[src/rtl/orse_pkg.sv]
// Shared types, codes and the CRC-8 step for the 1-Wire search ROM engine.
package orse_pkg;

  // Request codes on in_func
  localparam logic [1:0] FUNC_START      = 2'd0;
  localparam logic [1:0] FUNC_RESET_DONE = 2'd1;
  localparam logic [1:0] FUNC_BIT_PAIR   = 2'd2;

  // Search phase codes (code 3 is never written and acts as idle)
  localparam logic [1:0] PH_IDLE  = 2'd0;
  localparam logic [1:0] PH_RESET = 2'd1;
  localparam logic [1:0] PH_BITS  = 2'd2;

  // Status codes
  localparam logic [2:0] ST_BUSY     = 3'd0;
  localparam logic [2:0] ST_OK       = 3'd1;
  localparam logic [2:0] ST_NO_DEV   = 3'd2;
  localparam logic [2:0] ST_NO_RESP  = 3'd3;
  localparam logic [2:0] ST_CRC_FAIL = 3'd4;

  // Register indexes
  localparam logic REG_MAX_ROMS    = 1'b0;
  localparam logic REG_RETRY_LIMIT = 1'b1;

  localparam logic [7:0] NO_COLL     = 8'd255;
  localparam logic [7:0] CRC_POLY    = 8'h8C;
  localparam logic [5:0] CRC_END_POS = 6'd56;
  localparam logic [5:0] LAST_POS    = 6'd63;
  localparam logic [7:0] MAX_ROMS_RST    = 8'd255;
  localparam logic [7:0] RETRY_LIMIT_RST = 8'd3;

  typedef struct packed {
    logic [1:0]  phase;
    logic [5:0]  bit_pos;
    logic [7:0]  prev_coll;
    logic [7:0]  last_coll;
    logic [63:0] cur_rom;
    logic [63:0] prev_rom;
    logic        have_prev;
    logic [7:0]  attempts;
    logic [7:0]  found;
    logic [7:0]  crc;
  } search_state_t;

  typedef struct packed {
    logic        write_valid;
    logic        write_bit;
    logic        issue_reset;
    logic        rom_valid;
    logic [63:0] rom_id;
    logic [7:0]  rom_number;
    logic [2:0]  status;
    logic        done_res;
  } result_t;

  // Dallas CRC-8, one bit, LSB first
  function automatic logic [7:0] crc_step(input logic [7:0] crc, input logic b);
    logic [7:0] r;
    r = {1'b0, crc[7:1]};
    if (crc[0] ^ b) begin
      r = r ^ CRC_POLY;
    end
    return r;
  endfunction

endpackage

[src/rtl/orse_core.sv]
// Next-state and result logic for one search request or bit slot.
module orse_core (
  input  orse_pkg::search_state_t st,
  input  logic [1:0]              func,
  input  logic                    presence,
  input  logic                    id_bit,
  input  logic                    complement_bit,
  input  logic [7:0]              max_roms,
  input  logic [7:0]              retry_limit,
  output orse_pkg::search_state_t st_nxt,
  output orse_pkg::result_t       res
);
  import orse_pkg::*;

  logic [5:0]  pos;
  logic [7:0]  pos_ext;
  logic        dir;
  logic [7:0]  coll_nxt;
  logic [63:0] rom_nxt;
  logic [7:0]  crc_nxt;
  logic [7:0]  found_inc;

  // Pick the direction bit and note a new zero-branch collision
  always_comb begin
    pos      = st.bit_pos;
    pos_ext  = {2'b00, pos};
    coll_nxt = st.last_coll;
    if (!id_bit && !complement_bit) begin
      if (pos_ext < st.prev_coll) begin
        dir = st.have_prev ? st.prev_rom[pos] : 1'b0;
        if (!dir) begin
          coll_nxt = pos_ext;
        end
      end else if (pos_ext == st.prev_coll) begin
        dir = 1'b1;
      end else begin
        dir      = 1'b0;
        coll_nxt = pos_ext;
      end
    end else begin
      dir = id_bit;
    end
    rom_nxt      = st.cur_rom;
    rom_nxt[pos] = dir;
    crc_nxt      = (pos < CRC_END_POS) ? crc_step(st.crc, dir) : st.crc;
    found_inc    = st.found + 8'd1;
  end

  // Advance the search
  always_comb begin
    st_nxt = st;
    res    = '0;
    if (func == FUNC_START) begin
      st_nxt.found     = '0;
      st_nxt.prev_coll = NO_COLL;
      st_nxt.last_coll = NO_COLL;
      st_nxt.have_prev = 1'b0;
      st_nxt.prev_rom  = '0;
      st_nxt.cur_rom   = '0;
      st_nxt.bit_pos   = '0;
      st_nxt.crc       = '0;
      st_nxt.attempts  = retry_limit;
      if (max_roms == 8'd0) begin
        res.status     = ST_OK;
        res.done_res   = 1'b1;
        st_nxt.phase   = PH_IDLE;
      end else begin
        res.issue_reset = 1'b1;
        st_nxt.phase    = PH_RESET;
      end
    end else if (func == FUNC_RESET_DONE && st.phase == PH_RESET) begin
      if (!presence) begin
        res.status   = ST_NO_DEV;
        res.done_res = 1'b1;
        st_nxt.phase = PH_IDLE;
      end else begin
        st_nxt.phase     = PH_BITS;
        st_nxt.bit_pos   = '0;
        st_nxt.cur_rom   = '0;
        st_nxt.crc       = '0;
        st_nxt.last_coll = NO_COLL;
      end
    end else if (func == FUNC_BIT_PAIR && st.phase == PH_BITS) begin
      if (id_bit && complement_bit) begin
        // No device answered the slot: retry or give up
        if (st.attempts == 8'd0) begin
          res.status   = ST_NO_RESP;
          res.done_res = 1'b1;
          st_nxt.phase = PH_IDLE;
        end else begin
          st_nxt.attempts = st.attempts - 8'd1;
          res.issue_reset = 1'b1;
          st_nxt.phase    = PH_RESET;
        end
      end else begin
        res.write_valid  = 1'b1;
        res.write_bit    = dir;
        st_nxt.cur_rom   = rom_nxt;
        st_nxt.crc       = crc_nxt;
        st_nxt.last_coll = coll_nxt;
        if (pos != LAST_POS) begin
          st_nxt.bit_pos = pos + 6'd1;
        end else begin
          st_nxt.bit_pos = '0;
          if (crc_nxt == rom_nxt[63:56]) begin
            // Checked ROM: emit it and set up the next pass
            st_nxt.found     = found_inc;
            res.rom_valid    = 1'b1;
            res.rom_id       = rom_nxt;
            st_nxt.prev_rom  = rom_nxt;
            st_nxt.have_prev = 1'b1;
            st_nxt.prev_coll = coll_nxt;
            st_nxt.attempts  = retry_limit;
            if (coll_nxt == NO_COLL || found_inc >= max_roms) begin
              res.status   = ST_OK;
              res.done_res = 1'b1;
              st_nxt.phase = PH_IDLE;
            end else begin
              res.issue_reset = 1'b1;
              st_nxt.phase    = PH_RESET;
            end
          end else if (st.attempts == 8'd0) begin
            res.status   = ST_CRC_FAIL;
            res.done_res = 1'b1;
            st_nxt.phase = PH_IDLE;
          end else begin
            st_nxt.attempts = st.attempts - 8'd1;
            res.issue_reset = 1'b1;
            st_nxt.phase    = PH_RESET;
          end
          st_nxt.last_coll = NO_COLL;
        end
      end
    end
    res.rom_number = st_nxt.found;
  end

endmodule

[src/rtl/onewire_rom_search_engine.sv]
// Path: an accepted beat is held in the input register, then in the result register.
// Throughput: one beat per cycle while out_stall is low; the input register and the
// result register each hold one beat, so one new beat can still be taken while a result waits downstream.
// The per-slot decision and CRC-8 update are one level of logic between them.
// Reset (rst_n low, synchronous): search idle, max_roms 255, retry_limit 3.
module onewire_rom_search_engine (
  input  logic        clk,
  input  logic        rst_n,
  // input channel
  input  logic        in_valid,
  output logic        in_stall,
  input  logic [1:0]  in_func,
  input  logic        in_presence,
  input  logic        in_id_bit,
  input  logic        in_complement_bit,
  // result channel
  output logic        out_valid,
  input  logic        out_stall,
  output logic        out_write_valid,
  output logic        out_write_bit,
  output logic        out_issue_reset,
  output logic        out_rom_valid,
  output logic [63:0] out_rom_id,
  output logic [7:0]  out_rom_number,
  output logic [2:0]  out_status,
  output logic        out_done_res,
  // configuration
  input  logic        psel,
  input  logic        penable,
  input  logic        pwrite,
  input  logic [2:0]  paddr,
  input  logic [31:0] pwdata,
  output logic [31:0] prdata,
  output logic        pready
);
  import orse_pkg::*;

  logic          in_valid_r;
  logic [1:0]    func_r;
  logic          presence_r;
  logic          id_bit_r;
  logic          comp_bit_r;
  logic          out_valid_r;
  result_t       res_r;
  result_t       res_nxt;
  search_state_t st_r;
  search_state_t st_nxt;
  logic [7:0]    max_roms_r;
  logic [7:0]    retry_limit_r;
  logic          advance;
  logic          in_take;
  logic          cfg_write;

  orse_core u_core (
    .st             (st_r),
    .func           (func_r),
    .presence       (presence_r),
    .id_bit         (id_bit_r),
    .complement_bit (comp_bit_r),
    .max_roms       (max_roms_r),
    .retry_limit    (retry_limit_r),
    .st_nxt         (st_nxt),
    .res            (res_nxt)
  );

  // Move a beat on when the result register is empty or being drained
  assign advance  = !out_valid_r || !out_stall;
  assign in_stall = in_valid_r && !advance;
  assign in_take  = in_valid && !in_stall;

  // Input register
  always_ff @(posedge clk) begin
    if (!rst_n) begin
      in_valid_r <= 1'b0;
    end else if (in_take) begin
      in_valid_r <= 1'b1;
    end else if (advance) begin
      in_valid_r <= 1'b0;
    end
    if (in_take) begin
      func_r     <= in_func;
      presence_r <= in_presence;
      id_bit_r   <= in_id_bit;
      comp_bit_r <= in_complement_bit;
    end
  end

  // Search state and result register
  always_ff @(posedge clk) begin
    if (!rst_n) begin
      out_valid_r     <= 1'b0;
      st_r.phase      <= PH_IDLE;
      st_r.bit_pos    <= '0;
      st_r.prev_coll  <= NO_COLL;
      st_r.last_coll  <= NO_COLL;
      st_r.cur_rom    <= '0;
      st_r.prev_rom   <= '0;
      st_r.have_prev  <= 1'b0;
      st_r.attempts   <= '0;
      st_r.found      <= '0;
      st_r.crc        <= '0;
    end else if (advance) begin
      out_valid_r <= in_valid_r;
      if (in_valid_r) begin
        st_r <= st_nxt;
      end
    end
    if (advance && in_valid_r) begin
      res_r <= res_nxt;
    end
  end

  // Configuration registers
  assign cfg_write = psel && penable && pwrite && pready;
  assign pready    = 1'b1;

  always_ff @(posedge clk) begin
    if (!rst_n) begin
      max_roms_r    <= MAX_ROMS_RST;
      retry_limit_r <= RETRY_LIMIT_RST;
    end else if (cfg_write) begin
      case (paddr[2])
        REG_MAX_ROMS:    max_roms_r    <= pwdata[7:0];
        REG_RETRY_LIMIT: retry_limit_r <= pwdata[7:0];
        default:         max_roms_r    <= max_roms_r;
      endcase
    end
  end

  assign prdata = {24'd0, (paddr[2] == REG_RETRY_LIMIT) ? retry_limit_r : max_roms_r};

  // Drive the result ports
  assign out_valid       = out_valid_r;
  assign out_write_valid = res_r.write_valid;
  assign out_write_bit   = res_r.write_bit;
  assign out_issue_reset = res_r.issue_reset;
  assign out_rom_valid   = res_r.rom_valid;
  assign out_rom_id      = res_r.rom_id;
  assign out_rom_number  = res_r.rom_number;
  assign out_status      = res_r.status;
  assign out_done_res    = res_r.done_res;

endmodule

[config.mk]
export PLATFORM = sky130hd
export DESIGN_NAME = onewire_rom_search_engine
export DESIGN_NICKNAME = d
export VERILOG_FILES = /design/src/rtl/orse_pkg.sv /design/src/rtl/orse_core.sv /design/src/rtl/onewire_rom_search_engine.sv
export SDC_FILE = /design/constraint.sdc
export NUM_CORES = 1
export LEC_CHECK = 0
export ABC_AREA = 1
export BUFFER_PORTS_ARGS = -buffer_cell sky130_fd_sc_hd__clkbuf_2
export CAP_MARGIN = 20
export CORE_UTILIZATION = 45
export DETAILED_ROUTE_END_ITERATION = 7
export SYNTH_ARGS = -nofsm -noshare
export SYNTH_HDL_FRONTEND = slang
export SYNTH_SLANG_ARGS = --single-unit
[constraint.sdc]
create_clock -name clk -period 6.95 [get_ports clk]
set_input_delay 1.39 -clock clk [delete_from_list [all_inputs] [get_ports clk]]
set_output_delay 1.39 -clock clk [all_outputs]
set_load 0.02 [all_outputs]
==> results.toml, run 1 <==
[run_status]
outcome = "finished, final reports clean"

[setup_path]
crit_path_end = "st_r[53]"
cp.arrival_ns = 5.72
crit_path_max_fanout = 43
cp-end-kind = "flip-flop"
start_kind = "flip-flop"
cp.required_ns = 7.43
critical_path_class = "flip-flop to flip-flop"
reg2reg_from = "st_r[169]"
reg2reg_depth = 21
crit_path_start = "st_r[169]"
r2r_end = "st_r[53]"
reg2reg_slack_ns = 1.71

[final_layout]
design_area_um2 = 16500
layout_common_cells = "nand2_1, inv_1, dfxtp_1"
diodes = 0
layout_commonest_cell = "nand2_1"
layout-drive-gt1-share_pct = 10.6
syn_to_final_growth_pct = 11.8
nets = 2204
fill_cells = 3277

[synthesis]
yosysSeqAreaShare_pct = 43.6
synthCells = 2081
ys_top_cells_by_area = "dfxtp_1, edfxtp_1, nand2_1"
yosys.area.top_type_share_pct = 26.4
synth_warnings = 0
synth_ff_type = "dfxtp_1"
netlist_area_um2 = 14800
synth-edff-count = 85
yosysTopAreaCell = "dfxtp_1"
synthArstFlopShare_pct = 0
syn_area_per_cell_um2 = 7.11
ys_seq_elements = 280
synth_cell_types = 45

[timing]
rsz0062_at_grt = "no"
tightest_slew_ns = 0.969
tns_ns = 0
hold_ws_ns = 0.461
setup_viol_count_final = 0
hold_viol_final = 0
clock.fmax_mhz = 191
fin_crit_ns = 5.24
post-route-period-util_pct = 75.4
final_max_slew_viol_count = 0
fin_worst_skew_ns = 0.0171
relSlewSlack_pct = 35.4

[global_routing]
overflow = 0
grt_pass1_wl_um = 65200
grt_pass1_vias = 12300
antenna_found_initial = 0
grt_max_degree = 87
gr-usage-all-layers_pct = 24.2

[routing]
routedWlPerCell_um = 15.5
drc = 0
vias = 13300
drt_wl_total_um = 40400
drtPass1Iterations = 5
final_antenna_net_count = 0
drt-initial-drc-count = 1051
vias_per_cell = 5.12

[hold_path]
worstHoldPathType = "flip-flop to flip-flop"

[clock_network]
cts_tree = "done"
postCtsSetupRepairBufs = 0
cts-resized-gates = 0
htree_levels = 1
cts.clk_slew.worst_paths_ns = 0.06
cts_buffers = 30
postCtsHoldBufs = 0
clkLatencyLatePin_ns = 0.57
clock-sinks = 280
clk_path_buf_depth = 3
clockRootBuffer = "clkbuf_16"

[floorplanning]
fp.dieW_um = 183
coreArea_um2 = 32500
initial_core_util_pct = 45.6
boundaryPins = 162
die_h_um = 183
placement_rows = 66
dieArea_um2 = 33600

[placed_design]
portBuffers = 110
placed_cell_area_um2 = 15500
place_congestion = 0.843
detailed_place_hpwl_um = 25500

[job]
cap_violations = 0

[power_and_ir_drop]
ir_drop_uv = 169
power.total_mw = 3.65
power.leakage_nw = 6.82
p_per_area_nw_per_um2 = 221
-- registers in the layout (all words and copies together) (netlist names), 2 cells and up --
signal,flops
st_r,177
out_rom_id,64
max_roms_r,8
out_rom_number,8
retry_limit_r,8
out_status,3
func_r,2
-- worst min-delay path by stage --
stage / to / cells past startpoint / startpoint
3_5_place_dp: st_r[167] / 2 / st_r[167]
6_report: st_r[116] / 2 / st_r[116]
4_1_cts: st_r[135] / 2 / st_r[135]
2_1_floorplan: st_r[162] / 2 / st_r[162]
5_1_grt: st_r[129] / 2 / st_r[129]
3_3_place_gp: st_r[167] / 2 / st_r[167]
-- synth_stat cells, types with 2 or more instances --
library cell	instances
nand2_2	3
o21ai_2	4
ha_1	17
nand3b_1	3
or2_2	7
nor2_1	154
o211ai_1	11
buf_2	18
buf_6	11
o21ai_0	77
clkinv_1	4
a21oi_1	190
o21ai_1	10
clkbuf_1	71
nor2_4	6
nor2_2	6
a21boi_0	2
nand3_1	140
buf_4	29
nand2_4	2
o21a_1	60
inv_2	5
nand2_1	556
or2_0	3
inv_1	284
conb_1	2
xor2_1	6
nand4_1	8
a211oi_1	9
a31oi_1	4
buf_1	2
dfxtp_1	195
edfxtp_1	85
nand3_2	3
o221ai_1	7
nor3_1	78
-- through the flow --
| step | setup slack [ns] | std cells | utilization, % |
|---|---|---|---|
| after floorplan | 2.23 | 2104 | - |
| after global placement | 1.87 | 2550 | 47.7 |
| after detailed placement | 1.79 | 2550 | 47.7 |
| after CTS | 1.77 | 2606 | 51.0 |
| after global routing | 1.21 | 2606 | 51.0 |
| final | 1.71 | 2606 | 51.0 |
-- power by group --
group / internal [mW] / total, mW / switching (mW)
sequential: 1.71 / 1.72 / 0.0144
clock: 1.02 / 1.69 / 0.672
combinational: 0.0599 / 0.243 / 0.183
-- cell families after synthesis --
family	Yosys count	synth area share, %
buffers and inverters	425	12.2
adder cells (fa/ha/maj)	17	1.44
other	2	0.0508
AND/OR/NAND/NOR	974	27.8
flip-flops	280	43.6
XOR/XNOR	6	0.355
AO/OA/AOI/OAI	377	14.5
-- routing by layer --
metal  GRT usage [%]  share of wire (%)
met1            33.0                 47
met4            7.33                2.4
met2            39.9                 46
met5               0                  0
met3            2.92                5.5
-- cell type report --
type,instances,area [um2],area share [%]
clock buffers,48,961,5.81
clock inverters,8,92.6,0.560
flip-flops and latches,280,6460,39.0
inverters,294,1110,6.70
repair buffers,135,738,4.46
well taps,442,553,3.34
multi-input cells,1399,6640,40.1
-- critical path, stage by stage (launching register included) --
cell and delay [ns]:
dfxtp_1 0.31, buf_4 0.44, inv_4 0.31, ha_1 0.29
o211ai_1 0.17, nand2_1 0.06, o21ai_1 0.32, inv_1 0.29
nand3_2 0.16, nand2_4 0.12, nand2_4 0.20, o21ai_1 0.15
inv_1 0.15, nand2_1 0.07, nand2_1 0.09, nand3_2 0.12
nor2_4 0.27, nand4_2 0.14, nand2_2 0.68, buf_4 0.48
nand2_1 0.10, a21oi_1 0.14
(Power assumes the default switching activity.)
==> run 2: changes to the inputs <==
- PLACE_DENSITY: default -> 0.66
- clock period: 6.95 -> 4.7 ns (I/O delays scaled with it)
==> results.toml, run 2 (same netlist as run 1, synthesis figures left out) <==
[power_and_ir_drop]
ir_drop_uv = 297
p_comb_share_pct = 6.4
pwr-share-clk_pct = 48.4
p_sw_share_pct = 22.7
p_per_area_nw_per_um2 = 337
p_sw_mw = 1.28
power.leakage_nw = 6.92
seqPwrFrac_pct = 45.2
p_int_mw = 4.35

[setup_path]
r2r_end = "st_r[164]"
crit_path_max_fanout = 40
start_kind = "flip-flop"
cp.arrival_ns = 4.63
crit_chain = "buf_4 > inv_4 > ha_1 > o211ai_1 > nand2_1 > o21ai_1 > inv_1 > nand3_2 > nand2_4 > nand2_4 > nand2_2 > nand3_1 > nand2_1 > nand2_1 > nand2_1 > nand2_1 > nand2_1 > nor2_4 > nand4_2 > nand2_2 > buf_6 > inv_1 > nand2_1 > nand3_1"
cp_num_buf_inv = 5
reg2reg_from = "st_r[169]"
reg2reg_slack_ns = 0.50
cp.required_ns = 5.12
cp_top_family = "simple AND/OR/NAND/NOR gates"
cp-end-kind = "flip-flop"
crit_top_cell = "nand2_1"
reg2reg_depth = 24
crit_slowest_cell = "dfxtp_1"
slowest_delay_ns = 0.33
critical_path_class = "flip-flop to flip-flop"

[final_layout]
layout-drive-gt1-share_pct = 11.0
syn_to_final_growth_pct = 13.1
diodes = 0
nets = 2214
design_area_um2 = 16700
largest_reg_flops = 177
layout_common_cells = "nand2_1, inv_1, dfxtp_1"
layout_commonest_cell = "nand2_1"
regMostFlops = "st_r"

[global_routing]
overflow = 0
grt_max_degree = 83
antenna_found_initial = 0
grt_pass1_wl_um = 63900
grt_pass1_vias = 12400
gr-usage-all-layers_pct = 23.5

[clock_network]
clock-sinks = 280
clkLatencyLatePin_ns = 0.56
clk_path_buf_depth = 3
htree_levels = 1
cts_buffers = 31
cts.clk_slew.worst_paths_ns = 0.06
cts_tree = "done"
clockRootBuffer = "clkbuf_16"

[routing]
drc = 0
vias = 13500
routedWlPerCell_um = 15.1
drt-initial-drc-count = 1000
drtPass1Iterations = 7
drt_wl_total_um = 39500
vias_per_cell = 5.16
final_antenna_net_count = 0

[placed_design]
portBuffers = 110
place_congestion = 0.878
detailed_place_hpwl_um = 25600
placed_cell_area_um2 = 15600
pre_cts_slack_ns = 0.275

[timing]
tns_ns = 0
setup_ws_ns = 0.496
hold_ws_ns = 0.462
fin_crit_ns = 4.20
clock.fmax_mhz = 238
tightest_slew_ns = 1.01
rsz0062_at_grt = "no"
fin_worst_skew_ns = 0.0177
hold_viol_final = 0
post-route-period-util_pct = 89.4
setup_viol_count_final = 0
final_max_slew_viol_count = 0
relSlewSlack_pct = 32.9

[floorplanning]
boundaryPins = 162
fp.dieW_um = 183
initial_core_util_pct = 45.6
dieArea_um2 = 33600
die_h_um = 183
coreArea_um2 = 32500
placement_rows = 66

[hold_path]
holdPathStages = 2
hold_path.startpoint = "st_r[168]"
holdPathEnd = "st_r[168]"
worstHoldPathType = "flip-flop to flip-flop"

[job]
cap_violations = 0

[run_status]
outcome = "finished, final reports clean"
-- run 2: changes by cell type in the layout (fill, tap and decap cells not counted), sizes merged --
cell,change
bufinv,+7
buf,+9
inv,+1
clkbuf,-7
clkinv,+2
clkinvlp,-1
-- run 2: stage by stage --
step / util [%] / instances / power (mW)
6_report: 51.5 / 2617 / 5.64
5_1_grt: 51.5 / 2617 / 5.83
4_1_cts: 51.5 / 2617 / 5.69
3_5_place_dp: 48.0 / 2559 / 2.96
3_3_place_gp: 48.0 / 2559 / 2.95
2_1_floorplan: - / 2104 / 2.88
-- run 2: worst max-delay path by stage --
stage | start | end | depth (start not counted)
floorplan | out_stall | st_r[14] | 6
global placement | st_r[172] | st_r[161] | 20
detailed placement | st_r[172] | st_r[164] | 20
CTS | st_r[172] | st_r[164] | 20
global route | st_r[171] | st_r[167] | 23
finish | st_r[169] | st_r[164] | 24
-- run 2: final cells by class --
cell class	instances	area [um2]
clock buffers	41	833
clock inverters	17	317
fillers	3197	15700
inverters	294	1110
multi-input cells	1399	6640
flip-flops and latches	280	6460
well taps	442	553
repair buffers	144	822
-- run 2: worst register-to-register path: cells and delay by family (launching register included) --
family                     cells  cell delay [ns]
AOI/OAI and AO/OA              2             0.46
adders and majority gates      1             0.24
buffers and inverters          5             1.15
DFF                            1             0.33
and+or+nand+nor               16             1.90
-- run 2: power by group through the flow --
| stage | registers, mW | clock network [mW] | logic, mW |
|---|---|---|---|
| 2_1_floorplan | 2.62 | 0 | 0.251 |
| 3_3_place_gp | 2.60 | 0 | 0.353 |
| 3_5_place_dp | 2.60 | 0 | 0.360 |
| 4_1_cts | 2.55 | 2.78 | 0.361 |
| 5_1_grt | 2.55 | 2.88 | 0.403 |
| 6_report | 2.55 | 2.73 | 0.361 |
-- run 2: layer usage --
layer / global-route usage [%] / wire, um / up-vias
li1: - / - / 6801
met4: 6.47 / 772 / 0
met2: 39.3 / 18400 / 370
met3: 3.10 / 2270 / 51
met1: 31.7 / 18100 / 6275
met5: 0 / 0 / -
-- run 2: repair_timing --
action / CTS / global route
setup buffers: 0 / 0
hold buffers: 0 / 0
resized for setup: 0 / 2
endpoints found under the setup margin: 0 / 14
==> run 3: changes to the inputs <==
- clock period: 4.7 -> 3.75 ns (I/O delays scaled with it)
==> results.toml, run 3 (same netlist as run 1, synthesis figures left out) <==
[run_status]
outcome = "finished, final reports clean"

[floorplanning]
fp.dieW_um = 183
boundaryPins = 162
die_h_um = 183
initial_core_util_pct = 45.6
dieArea_um2 = 33600
coreArea_um2 = 32500
placement_rows = 66

[final_layout]
diodes = 0
design_area_um2 = 17200
syn_to_final_growth_pct = 16.2
layout-drive-gt1-share_pct = 12.9
fill_cells = 3114
nets = 2251
register_area_um2 = 6460
layout_common_cells = "nand2_1, inv_1, dfxtp_1"
multi_input_area_um2 = 6660
regMostFlops = "st_r"
largest_reg_flops = 177
fin_cells = 2653
layout_commonest_cell = "nand2_1"

[setup_path]
cp.arrival_ns = 3.84
start_kind = "flip-flop"
cp-end-kind = "flip-flop"
crit_path_max_fanout = 16
critical_path_class = "flip-flop to flip-flop"
cp.required_ns = 4.18

[power_and_ir_drop]
p_int_mw = 5.44
pwr-share-clk_pct = 48.1
ir_drop_uv = 331
p_sw_mw = 1.65
seqPwrFrac_pct = 45.1
power.leakage_nw = 7.16
p_sw_share_pct = 23.3
p_per_area_nw_per_um2 = 412
p_comb_share_pct = 6.8

[clock_network]
postCtsHoldBufs = 0
clock-sinks = 280
cts.clk_slew.worst_paths_ns = 0.06
clkLatencyLatePin_ns = 0.56
clockRootBuffer = "clkbuf_16"
htree_levels = 1
clk_path_buf_depth = 3
cts_buffers = 31
cts_tree = "done"

[global_routing]
antenna_found_initial = 0
gr-usage-all-layers_pct = 24.1
grt_pass1_wl_um = 65400
grt_pass1_vias = 12800
grt_max_degree = 154
overflow = 0

[routing]
vias_per_cell = 5.20
drt-initial-drc-count = 1034
drtPass1Iterations = 6
vias = 13800
drt_wl_total_um = 40900
routedWlPerCell_um = 15.4
final_antenna_net_count = 0
drc = 0

[placed_design]
place_inst = 2592
place_congestion = 0.910
placed_cell_area_um2 = 15900
pre_cts_slack_ns = 0.0848
detailed_place_hpwl_um = 26400
portBuffers = 110

[timing]
fin_worst_skew_ns = 0.00898
hold_ws_ns = 0.372
final_max_slew_viol_count = 0
hold_viol_final = 0
tightest_slew_ns = 0.881
fin_crit_ns = 3.41
clock.fmax_mhz = 293
tns_ns = 0
setup_viol_count_final = 0
setup_ws_ns = 0.336
relSlewSlack_pct = 41.3
rsz0062_at_grt = "no"
post-route-period-util_pct = 91.0

[hold_path]
worstHoldPathType = "input pin to flip-flop"

[job]
cap_violations = 0
-- run 3: through the flow --
stage,power [mW],util (%)
5_1_grt,7.32,53.0
4_1_cts,7.14,52.7
3_5_place_dp,3.74,49.1
3_3_place_gp,3.73,49.1
6_report,7.09,53.0
2_1_floorplan,3.60,-
-- run 3: cell type report --
cell class | instances | area share (%)
clock buffer | 37 | 4.89
tap | 442 | 3.22
timing repair inverter | 1 | 0.0291
clock inverter | 20 | 1.78
sequential | 280 | 37.6
multi-input combinational | 1399 | 38.8
inverter | 294 | 6.47
timing repair buffer | 180 | 7.24
-- run 3: worst paths after layout --
kind                            cells past startpoint  slack [ns]       start         to
worst min-delay path                                1        0.37  in_func[1]  func_r[1]
worst max-delay path                               26        0.34   st_r[170]  st_r[166]
worst min register to register                      2        0.46   st_r[167]  st_r[167]
worst max register to register                     26        0.34   st_r[170]  st_r[166]
-- run 3: critical path, stage by stage (launching register included) --
cell and delay (ns):
dfxtp_2 0.38, nand2_1 0.12, inv_1 0.14, buf_12 0.16, nand3_1 0.06, nand2_1 0.06
o21ai_2 0.20, nand2_1 0.08, nor2_1 0.14, nand2_2 0.09, nand3_2 0.08, nand2_4 0.10
nand2_4 0.15, nand2_2 0.10, nand3_1 0.12, nand2_1 0.10, nand2_1 0.10, nand2_1 0.06
nand2_1 0.05, nand2_1 0.08, nor2_4 0.13, nand4_2 0.16, nand2_4 0.18, buf_12 0.17
inv_1 0.13, nand2_1 0.08, nand3_1 0.07
-- run 3: timing repair --
action                                  CTS  global route
gates resized for setup                   0            13
setup buffers                             0             2
endpoints found under the setup margin    0           158
-- run 3: power by group through the flow --
stage	logic, mW	clock network [mW]	registers, mW
6_report	0.484	3.41	3.19
5_1_grt	0.536	3.59	3.20
4_1_cts	0.479	3.47	3.19
3_5_place_dp	0.477	0	3.26
3_3_place_gp	0.467	0	3.26
2_1_floorplan	0.315	0	3.29
-- run 3: per-layer routing --
| layer | track usage (%) | vias up | part of all wire, % |
|---|---|---|---|
| li1 | - | 6866 | - |
| met1 | 32.1 | 6453 | 45 |
| met2 | 40.6 | 394 | 46 |
| met3 | 3.65 | 75 | 6.5 |
| met4 | 6.90 | 0 | 2.3 |
| met5 | 0 | - | 0 |
